==> config.mk <==
export PLATFORM = sky130hd
export DESIGN_NAME = gtf_front
export DESIGN_NICKNAME = d
export VERILOG_FILES = /design/src/hw/rtl/gtf_pkg.sv /design/src/hw/rtl/gtf_front.sv
export SDC_FILE = /design/constraint.sdc
export NUM_CORES = 1
export LEC_CHECK = 0
export ABC_AREA = 1
export BUFFER_PORTS_ARGS = -buffer_cell sky130_fd_sc_hd__buf_2
export CAP_MARGIN = 30
export CORE_MARGIN = 2
export CORE_UTILIZATION = 53
export CTS_CLUSTER_SIZE = 25
export DETAILED_ROUTE_END_ITERATION = 10
export GPL_TIMING_DRIVEN = 0
export PLACE_DENSITY = 0.79
export SLEW_MARGIN = 20
export SYNTH_ARGS = -nofsm -noshare
export SYNTH_HDL_FRONTEND = slang
export SYNTH_SLANG_ARGS = --single-unit
==> constraint.sdc <==
create_clock -name clk -period 3.2 [get_ports clk]
set_clock_uncertainty 0.05 [all_clocks]
set_input_delay 0.64 -clock clk [delete_from_list [all_inputs] [get_ports clk]]
set_output_delay 0.64 -clock clk [all_outputs]
set_load 0.005 [all_outputs]
==> src/hw/rtl/gtf_pkg.sv <==
// Shared types, constants and helpers for the grid tile fit and clip unit.
`default_nettype none
package gtf_pkg;
  localparam int MAX_GRID = 16;
  localparam int DVD_W = 56;
  localparam int DVS_W = 40;

  localparam logic [2:0] CFG_COLS   = 3'd0;
  localparam logic [2:0] CFG_ROWS   = 3'd1;
  localparam logic [2:0] CFG_LINE   = 3'd2;
  localparam logic [2:0] CFG_VIEW_W = 3'd3;
  localparam logic [2:0] CFG_VIEW_H = 3'd4;
  localparam logic [2:0] CFG_ZOOM   = 3'd5;
  localparam logic [2:0] CFG_PAN_X  = 3'd6;
  localparam logic [2:0] CFG_PAN_Y  = 3'd7;

  typedef struct packed {
    logic [4:0]         cols;
    logic [4:0]         rows;
    logic [15:0]        line;
    logic [13:0]        view_w;
    logic [13:0]        view_h;
    logic [15:0]        zoom;
    logic signed [23:0] pan_x;
    logic signed [23:0] pan_y;
  } cfg_t;

  typedef struct packed {
    logic [3:0]  row;
    logic [3:0]  col;
    logic [13:0] tw;
    logic [13:0] th;
    logic        clr;
  } ent_t;

  typedef struct packed {
    logic signed [23:0] dx0;
    logic signed [23:0] dy0;
    logic signed [23:0] dx1;
    logic signed [23:0] dy1;
    logic signed [23:0] sx0;
    logic signed [23:0] sy0;
    logic signed [23:0] sx1;
    logic signed [23:0] sy1;
    logic               clr;
  } res_t;

  typedef struct packed {
    logic             start;
    logic [DVD_W-1:0] dividend;
    logic [DVS_W-1:0] divisor;
  } div_req_t;

  function automatic logic signed [23:0] sat24(input logic signed [63:0] v);
    logic signed [23:0] r;
    if (v > 64'sd8388607) r = 24'sh7FFFFF;
    else if (v < -64'sd8388608) r = 24'sh800000;
    else r = v[23:0];
    return r;
  endfunction

  function automatic logic [4:0] grid_count(input logic [4:0] v);
    logic [4:0] r;
    if (v == 5'd0) r = 5'd1;
    else if (v > 5'(MAX_GRID)) r = 5'(MAX_GRID);
    else r = v;
    return r;
  endfunction
endpackage
`default_nettype wire

==> src/hw/rtl/gtf_front.sv <==
// Front part: accept transactions, classify them and queue them for the back part.
`default_nettype none
module gtf_front (
  input  wire logic          clk,
  input  wire logic          rst_n,
  input  wire logic          in_valid,
  output logic               in_ready,
  input  wire logic [3:0]    in_cell_row,
  input  wire logic [3:0]    in_cell_col,
  input  wire logic [13:0]   in_source_w,
  input  wire logic [13:0]   in_source_h,
  output logic               head_valid,
  output gtf_pkg::ent_t      head,
  input  wire logic          pop
);
  gtf_pkg::ent_t ent_r [2];
  gtf_pkg::ent_t ent_nxt;
  logic          wr_r, rd_r;
  logic [1:0]    cnt_r;
  logic          push;

  assign in_ready   = (cnt_r != 2'd2);
  assign push       = in_valid && in_ready;
  assign head_valid = (cnt_r != 2'd0);
  assign head       = ent_r[rd_r];

  always_comb begin
    ent_nxt.row = in_cell_row;
    ent_nxt.col = in_cell_col;
    ent_nxt.tw  = (in_source_w == 14'd0) ? 14'd1 : in_source_w;
    ent_nxt.th  = (in_source_h == 14'd0) ? 14'd1 : in_source_h;
    ent_nxt.clr = (in_cell_row == 4'd0) && (in_cell_col == 4'd0);
  end

  always_ff @(posedge clk) begin
    if (push) ent_r[wr_r] <= ent_nxt;
    if (!rst_n) begin
      wr_r  <= 1'b0;
      rd_r  <= 1'b0;
      cnt_r <= 2'd0;
    end else begin
      if (push) wr_r <= !wr_r;
      if (pop) rd_r <= !rd_r;
      cnt_r <= cnt_r + 2'(push) - 2'(pop);
    end
  end
endmodule
`default_nettype wire

==> After elaboration in Yosys (flattened, before gate mapping) <==
Memory sizes are Yosys's and may differ from the RTL's. A register that Yosys moved wholly into a read port is not among the register bits.
Index checks and enable logic that the tools add are counted.
{ "op_classes": {"eq_ne": 1, "n_reduce_logical": 9, "addsub": 2, "mux": 6} }
{ "ops": {"columns": ["operator", "count"], "rows": [
  ["$logic_not 14->1", 2],
  ["$mux 14", 2],
  ["$logic_not 4->1", 2],
  ["$mux 1", 4],
  ["$add 2x1->2", 1],
  ["$logic_and 1x1->1", 2],
  ["$logic_not 1->1", 2],
  ["$ne 2x2->1 const B", 1],
  ["$reduce_bool 2->1", 1],
  ["$sub 2x1->2", 1]
]} }
{ "totals": {"mem_count": 1, "out_inout_bits": 39, "inputBits": 40, "ramBits": 74, "regBits": 4} }
{ "mem_list": {"columns": ["name", "depth", "width", "read_ports", "rd_ports_with_merged_regs", "write_ports", "line", "text"], "rows": [
  ["ent_r", 2, 37, 1, 1, 1, "gtf_front.sv:16", "gtf_pkg::ent_t ent_r [2];"]
]} }

==> Logic depth before layout (Yosys ltp) <==
Gate-level depths: netlist of the first run.
{ "logic_depth": {"depth_word": 4, "mapped_depth": 11} }

==> Least setup slack after synthesis of the first run <==
Ideal clock, no wire load.
{ "synth_path": {"path_type": "input -> register", "start": "input port in_valid", "end": "memory ent_r[1][0] in the netlist's numbering (enable)", "n_path_buf": 0, "path_stages": 2, "t_arrival_ns": 2.319, "slack_ns": 0.398, "cell_sequence": "nand2_2 -> nor2_1"} }
{ "synth_between": {"elab_chain_cells": 3} }
{ "synth_lines": {"columns": ["element", "line", "text"], "rows": [
  ["from (decl)", "gtf_front.sv:6", "input wire logic in_valid,"],
  ["$logic_and 1x1->1", "gtf_front.sv:23", "assign push = in_valid && in_ready;"],
  ["$mux 1", "gtf_front.sv:36", "if (push) ent_r[wr_r] <= ent_nxt;"],
  ["$mux 1 (not written as such)", "gtf_front.sv:36", null],
  ["to (decl)", "gtf_front.sv:16", null]
]} }
No other way between the ends.

==> run summary, run 1 <==
The die is 82.6 um wide. The run gives 336 as the number of nets in the final layout. By area, the combinational part of the netlist is dominated by multiplexers. The Yosys step of the flow raised 0 warnings. In this run the number of H-tree levels came out at 3. The largest total area in the synthesized netlist belongs to sky130_fd_sc_hd__edfxtp_1. The adder-cell area share of the yosys netlist was 0.00382; the buffer depth of the longest clock path was 2. The floorplan step set the die height to 82.6 um. STA classifies the critical path endpoint as an output pin. The overall track demand over capacity in global routing is 0.159, and the number of cells produced by synthesis is 204.

TritonCTS built the clock tree. The logs give 1450 ps for the register-to-register setup slack and 0 for the final number of max-transition violations. The number of distinct library cell variants in the gate-level netlist after synthesis was 18; the final cell count without fillers was 375. The simple-gate area share of the yosys netlist was 0.0527. The initial antenna violation count is 0, and the number of port buffers is 78. The number of remaining DRC errors was 0; the xor/xnor cell area share of the yosys netlist was 0.00535. The shortest period the worst path allows works out to 2120 ps. The path class of the tightest hold or removal check is in -> reg. The number of placed I/O pins was 79. The routed design has 5160 um of wire. The part of the total power dissipated in the clock network came out at 0.316. For the core region area, the log shows 5960 um^2. The sum of net half-perimeters after detailed placement came out at 3660 um.

For the pin with the worst max-slew slack, the measured transition is 647 ps. Global routing finished with a remaining overflow of 0. The final standard cell area without fillers was 4030 um^2; the cell depth of the worst flop-to-flop path was 5. The final sum of negative setup slack is 0 ps, and the combinational group share of total power is 0.158. The run gives 1860 uW as the internal power of the cells. The run gives 1700 as the via count of the first global-routing pass. The total of flip-flops plus latches after synthesis was 79.

Sequential share of power: 0.527. The logs give 0.709 for the sequential area share after synthesis and 0 for the number of nets with antenna violations after detailed routing. The count of vias placed by the detailed router came out at 1813.

For the final weighted congestion in routability-driven placement, the log shows 0.755. Setup repair after global routing left no endpoint under its margin. The kind of start point of the critical path is a register. The post-CTS setup repair buffer count was 0. The share of final-layout standard cells stronger than drive strength 1 is 0.450, and the area of the die is 6820 um^2. The clock insertion delay at the later pin of the skew report came out at 330 ps. The run gives 471 MHz as the fmax. The headroom to the max-slew limit was 0.567. In this run, placement finished with an instance count of 359.

The synthesized area was 3270 um^2; the share of the synthesized area in compound gates (AO/OA/AOI/OAI) was 0.00535. Cell at the root of the clock tree: sky130_fd_sc_hd__clkbuf_8. The analysis attributes to net switching a power of 516 uW. After detailed routing, the number of vias per cell comes to 4.83.

The count of endpoints failing hold in the final timing report came out at 0. The multiplexer share of the synthesized area is 0.162. The run gives 9 as the total CTS buffers. Portion of the clock cycle consumed by the worst path in the final layout: 0.664. The pre-antenna-repair detailed-routing pass consisted of 4 iterations.

The number of nets in the synthesized netlist is 245. After detailed routing, the average wire length per cell comes to 13.8 um. After clock tree synthesis, the clock-pin slew on the worst setup and hold paths is 70 ps. The post-cts sizing count came out at 0. The startpoint-to-endpoint class of the critical path is reg -> out. Data on the critical path is required at its endpoint by 2510 ps.

The synthesis-to-layout area growth was 23.1%; the number of placement rows was 28. 0 antenna diodes ended up in the layout. The power per unit of standard cell area is 591 nW/um^2, and the number of stages on the worst hold path is 3.

Hold repair after CTS inserted 0 buffers. Across the run, the number of max-cap violations was 0. Entering global routing, the biggest net connects 24 pins. For the arrival time of data at the critical path endpoint, the log shows 1430 ps. The logs give 0 for the final-report setup violation count and 3830 um^2 for the placed instance area. Along the worst path, the maximum fanout reaches 10. By area the synthesized netlist is led by sky130_fd_sc_hd__edfxtp_1, sky130_fd_sc_hd__mux2_4, sky130_fd_sc_hd__dfxtp_1. The first-pass GRT wire length is 7600 um. The detailed router finished its first iteration with 102 violations.

The run finished with clean final reports. Number of sinks driven by the clock tree: 79. The synthesized area per cell is 16.1 um^2. The maximum resistive drop on vdd was 0.393 mV; the leakage power was 0.00161 uW. The switching fraction of total power works out to 0.217. The area share of the leading cell type in the synthesized netlist was 0.679. For the effective utilization at floorplan, the log shows 0.550.
-- worst max-delay path, cell delays in order, from the launching register on --
cell                      delay [ps]
sky130_fd_sc_hd__dfxtp_1         330
sky130_fd_sc_hd__buf_6           180
sky130_fd_sc_hd__buf_12          170
sky130_fd_sc_hd__mux2_4          310
sky130_fd_sc_hd__buf_2           130
-- layer usage --
layer	wire [um]	share of wire	global-route usage
met1	2160	0.42	0.187
met2	2690	0.52	0.269
met3	231	0.045	0.0326
met4	81	0.016	0.0984
met5	0	0	0
-- final timing paths --
check           start           to
min             rst_n     cnt_r[0]
max reg2reg  cnt_r[0]  ent_r[0][5]
min reg2reg      rd_r     register
max          register     head[13]
-- stage by stage --
stage	hold WS, ps	util	total power, uW	setup WS [ps]
2_1_floorplan	430	-	1500	398
3_3_place_gp	446	0.631	1630	-618
3_5_place_dp	454	0.643	1660	1190
4_1_cts	439	0.677	2400	1040
5_1_grt	453	0.677	2480	1000
6_report	453	0.677	2380	1080
-- layout by cell type (no fill, tap or decap) --
| cell | n |
|---|---|
| sky130_fd_sc_hd__clkbuf_1 | 27 |
| sky130_fd_sc_hd__nand2_2 | 1 |
| sky130_fd_sc_hd__bufinv_16 | 2 |
| sky130_fd_sc_hd__nand4_1 | 1 |
| sky130_fd_sc_hd__edfxtp_1 | 74 |
| sky130_fd_sc_hd__mux2_4 | 30 |
| sky130_fd_sc_hd__ha_1 | 1 |
| sky130_fd_sc_hd__nor2_4 | 2 |
| sky130_fd_sc_hd__clkbuf_8 | 9 |
| sky130_fd_sc_hd__nor3_1 | 2 |
| sky130_fd_sc_hd__o21bai_1 | 1 |
| sky130_fd_sc_hd__buf_6 | 1 |
| sky130_fd_sc_hd__buf_16 | 2 |
| sky130_fd_sc_hd__a21oi_1 | 2 |
| sky130_fd_sc_hd__nand3_1 | 3 |
| sky130_fd_sc_hd__dfxtp_1 | 5 |
| sky130_fd_sc_hd__clkinv_1 | 4 |
| sky130_fd_sc_hd__buf_12 | 3 |
| sky130_fd_sc_hd__xnor2_1 | 2 |
| sky130_fd_sc_hd__inv_1 | 9 |
| sky130_fd_sc_hd__nor2_1 | 20 |
| sky130_fd_sc_hd__nand2_1 | 14 |
| sky130_fd_sc_hd__buf_2 | 78 |
| sky130_fd_sc_hd__mux2_2 | 7 |
-- power groups by stage --
stage | logic (uW) | clock network (uW) | registers, uW
floorplan | 228 | 0 | 1270
global placement | 352 | 0 | 1280
detailed placement | 381 | 0 | 1280
CTS | 383 | 765 | 1250
global route | 417 | 804 | 1260
finish | 375 | 752 | 1250
-- kinds of logic after synthesis --
logic type                 Yosys count
buffers and inverters               39
adders and majority gates            1
DFF                                 79
and+or+nand+nor                     43
muxes                               37
AOI/OAI and AO/OA                    3
xor gates and xnor gates             2
-- cells in the mapped netlist (all sizes together) --
cell and number:
buf 4, nor2 22, mux2 37, nor3 2, inv 9, a21oi 2, nand2 15, nand4 1
xnor2 2, nand3 3, clkbuf 26, dfxtp 5, edfxtp 74, ha 1, o21bai 1
-- cell type report --
class / instances / area, um^2
multi-input cells: 86 / 764
inverters: 9 / 33.8
clock buffers: 10 / 128
flip-flops and latches: 79 / 2320
well taps: 75 / 93.8
plain buffers: 30 / 169
clock inverters: 6 / 75.1
repair buffers: 80 / 445
fillers: 438 / 1920
-- registers in the layout (all words and copies together) (netlist names), named ones only --
signal  count
cnt_r       2
ent_r      74
rd_r        1
wr_r        1
(Power assumes the default switching activity.)
==> run 2, diff against run 1 <==
Settings changed: ABC_AREA 1 to 0, CORE_UTILIZATION 53 to 47, PLACE_DENSITY 0.79 to 0.75.
Clock period 3.2 ns to 1.85 ns, I/O delays scaled along.
==> run 2 against run 1 <==
  * Cell area increased by 7.8%
  * Clock power rose by 60%
  * Synthesized area fell by 4.5%
  * Sequential power grew 74%
  * Final cell count fell by 3.7%
  * Total power rose by 78%
  * Global-route usage down 0.17 points
  * Sequential share of layout area fell by 4.1 points
  * Non-clock buffer count increased by 6
==> run summary, run 2 <==
The maximum fanout along the worst path works out to 5 (-5). The headroom to the max-slew limit is 0.641 (+0.0740). End of the worst register-to-register path: ent_r[0][20]. Setup repair after global routing could not meet its margin everywhere. The logs give 9 (unchanged) for the total CTS buffers and 8400 um (+10%) for the first-pass GRT wire length.

The run gives 5890 um (+14%) as the total length of routed wires. Synthesis-to-layout area growth: 39.0%. The number of sinks driven by the clock tree came out at 79 (unchanged). Internal power of the cells: 3270 uW (+75%). In this run the most critical hold path is launched from in_cell_col[3]. Fraction of synthesis flops using an asynchronous set or reset pin: 0 (unchanged).

Cell at the root of the clock tree: sky130_fd_sc_hd__clkbuf_8. The via count normalized by instance count was 5.08 (+5.0%); the number of port buffers was 78 (unchanged). The effective utilization at floorplan was 0.489 (-0.0604). In the post-synthesis netlist, the biggest area contributors are sky130_fd_sc_hd__edfxtp_1, sky130_fd_sc_hd__mux2_2, sky130_fd_sc_hd__dfxtp_1.

For hold timing, the worst endpoint is ent_r[1][32]. The number of stages on the worst hold path works out to 1 (-2). The number of placement rows is 29 (+3.6%), and the first-pass iteration count of the detailed router is 4 (unchanged). The number of cells in the design after placement was 338 (-5.8%).

The number of flip-flops in the largest register is 74 (unchanged). Number of cells produced by synthesis: 182 (-11%). The tools report the startpoint of the lowest-slack register-to-register path as cnt_r[0]. The tools report the worst hold margin as 169 ps (-284 ps).

The number of nets produced by synthesis was 223 (-9.0%). The power per unit of standard cell area came out at 975 nW/um^2 (+65%). Grouping stages by cell kind, the critical path spends the most delay in buffers and inverters. The share of final-layout standard cells stronger than drive strength 1 is 0.511 (+0.0606), and the required time at the endpoint of the critical path is 1430 ps (-1080 ps). The clock-pin transition on the worst setup and hold timing paths was 80 ps (about the same). The final number of max-transition violations is 0 (unchanged). By count the netlist is led by sky130_fd_sc_hd__edfxtp_1, sky130_fd_sc_hd__mux2_2, sky130_fd_sc_hd__clkbuf_1. The area share of the leading cell type in the synthesized netlist is 0.711 (+0.0323). Cell with the most instances after synthesis: sky130_fd_sc_hd__edfxtp_1. Slowest stage cell on the critical path: sky130_fd_sc_hd__dfxtp_4.

The library cell used most frequently in the layout, excluding fill and tap cells, is sky130_fd_sc_hd__edfxtp_1. The run gives 1833 (+1.1%) as the count of vias placed by the detailed router. For the placed instance area, the log shows 3640 um^2 (-4.9%).

The synthesized area per cell works out to 17.2 um^2 (+7.0%). The number of placed I/O pins is 79 (unchanged), and the width of the die is 85.5 um (+3.6%). The logs give 0.00172 uW (+6.6%) for the leakage power and 0.680 (+0.00336) for the final core utilization.

The core region area was 6390 um^2 (+7.2%); the number of remaining DRC errors was 0 (unchanged). Number of enable-type register cells in the synthesized netlist: 74 (unchanged). The combined buffer and inverter count along the critical path came out at 3 (unchanged). The worst setup path is launched from a register. The run gives 3 (unchanged) as the deepest level of the CTS H-tree.

The most used flip-flop cell after synthesis is sky130_fd_sc_hd__edfxtp_1. The fmax was 541 MHz; the sequential area share after synthesis was 0.743 (+0.0338). The count of routing violations after the opening detailed-route iteration is 57 (-44%), and the area of the die is 7320 um^2 (+7.3%). The flow ran to the end, and the final reports show no timing, DRC or antenna violations. The final-report setup violation count is 0 (unchanged).

The sequential share of power is 0.515 (-0.012), and the initial antenna violation count is 0 (unchanged). The tools report the buffer depth of the longest clock path as 2 (unchanged). The kind of end point of the critical path was an output pin. For the count of endpoints failing hold in the final timing report, the log shows 0 (unchanged). The number of fillers in the final layout is 468 (+6.8%), and the number of nets with antenna violations after detailed routing is 0 (unchanged).

The slew at the pin closest to its max-slew limit was 538 ps (-109 ps). The run gives 170 ps (-1280 ps) as the register-to-register setup slack. Final weighted congestion in routability-driven placement: 0.736 (-2.6%). The critical path in this run is classified as reg -> out. The class of the tightest hold or removal check is in -> reg. The tools report the final standard cell area without fillers as 4340 um^2 (+7.8%). The logs give 0.283 (-0.033) for the part of the total power dissipated in the clock network and 0.202 (+0.044) for the combinational group share of total power.

TritonCTS built the clock tree. Reported max-cap violation count: 0 (unchanged). The library cells used most frequently in the layout, excluding fill and tap cells, are sky130_fd_sc_hd__edfxtp_1, sky130_fd_sc_hd__buf_2, sky130_fd_sc_hd__buf_6. The arrival time of data at the critical path endpoint came out at 1430 ps (about the same). The cell depth of the worst flop-to-flop path came out at 4 (-1).

The tools report the global-route congestion overflow total as 0 (unchanged). The logs give 1782 (+4.8%) for the via count of the first global-routing pass and 29 (+11) for the number of distinct library cell variants in the gate-level netlist after synthesis. The switching fraction of total power is 0.228 (+0.0115), and the number of diodes is 0 (unchanged).

The largest net degree at the start of global routing is 38 (+58%). The clock insertion delay at the later pin of the skew report came out at 340 ps (about the same). The net switching power of the design is 968 uW (+87%), and the final cell count without fillers is 361 (-3.7%). The run gives 320 (-4.8%) as the number of nets in the final layout. In the final layout, the registers with the most flip-flops are ent_r: 74 flops, cnt_r: 2 flops.

ent_r holds more flip-flops than any other register. The sum of net half-perimeters after detailed placement came out at 3610 um (-1.4%). The height of the chip was 85.5 um (+3.6%); the number of synthesis warnings was 0 (unchanged). The largest stage delay on the critical path is 360 ps (+30 ps). The largest area contributor in the netlist is sky130_fd_sc_hd__edfxtp_1. The shortest period the worst path allows came out at 1850 ps. The synthesized area is 3130 um^2 (-4.5%). Post-detailed-route wirelength per cell: 16.3 um (+19%).

The portion of the clock cycle consumed by the worst path in the final layout came out at 0.999. The tools report the overall track demand over capacity in global routing as 0.158 (-0.00169). The maximum resistive drop on vdd came out at 0.651 mV (+66%).

The total of flip-flops plus latches after synthesis came out at 79 (unchanged). The final sum of negative setup slack was 0 ps (unchanged). Traced cell by cell, the critical path runs through buf_12, clkbuf_16, mux2_4, buf_6.
run 2: changes by cell type after synthesis, sizes merged, moves of 3 or more:
cell / delta
nor4: +4
nor2: -19
nand2: -13
inv: -7
and2: +3
run 2: power by group through the flow:
| stage | Sequential (uW) | Combinational (uW) | Clock, uW |
|---|---|---|---|
| after global routing | 2200 | 920 | 1290 |
| after floorplan | 2200 | 317 | 0 |
| final | 2180 | 858 | 1200 |
| after detailed placement | 2210 | 571 | 0 |
| after global placement | 2210 | 539 | 0 |
| after CTS | 2170 | 595 | 1220 |
run 2: area by class of cell:
class / count / area [um^2] / area share
clock buffer: 10 / 128 / 0.0294
clock inverter: 6 / 51.3 / 0.0118
multi-input combinational: 71 / 793 / 0.183
tap: 77 / 96.3 / 0.0222
sequential: 79 / 2330 / 0.535
buffer: 30 / 178 / 0.0409
inverter: 2 / 7.51 / 0.00173
timing repair buffer: 86 / 764 / 0.176
run 2: how the worst max path moves through the flow:
stage	endpoint	slack (ps)	cells past startpoint
3_5_place_dp	ent_r[1][17]	-20	2
4_1_cts	head[31]	-10	4
3_3_place_gp	ent_r[0][18]	-420	3
5_1_grt	head[34]	-50	4
2_1_floorplan	ent_r[0][0]	20	3
6_report	head[6]	2	4
run 2: routing by layer:
layer	wire length (um)	global-route usage
met4	134	0.0909
met2	2960	0.263
met1	2490	0.181
met5	0	0
met3	303	0.0481
run 2: what timing repair did:
action,4_1_cts,5_1_grt
buffers inserted,3,0
resized for setup,7,77
gates cloned,0,4
hold buffers,0,0
setup endpoints to repair,67,35
run 2: stage by stage:
step | setup slack (ps) | power [uW]
finish | 2.47 | 4240
global route | -47.3 | 4410
CTS | -14.6 | 3990
detailed placement | -16.3 | 2790
global placement | -424 | 2750
floorplan | 16.1 | 2520
run 2: worst reg2reg max path, delay by kind of cell, from the launching register on:
kind          cells  cell delay, ps
simple gates      2             340
buf+inv           2             610
flops             1             380
run 2: kinds of logic after synthesis:
logic type               share of synthesized area
flip-flops                                   0.743
multiplexers                                 0.137
adder cells (fa/ha/maj)                    0.00400
AO/OA/AOI/OAI                               0.0208
buffers and inverters                       0.0468
XOR/XNOR                                   0.00561
AND/OR/NAND/NOR                             0.0432
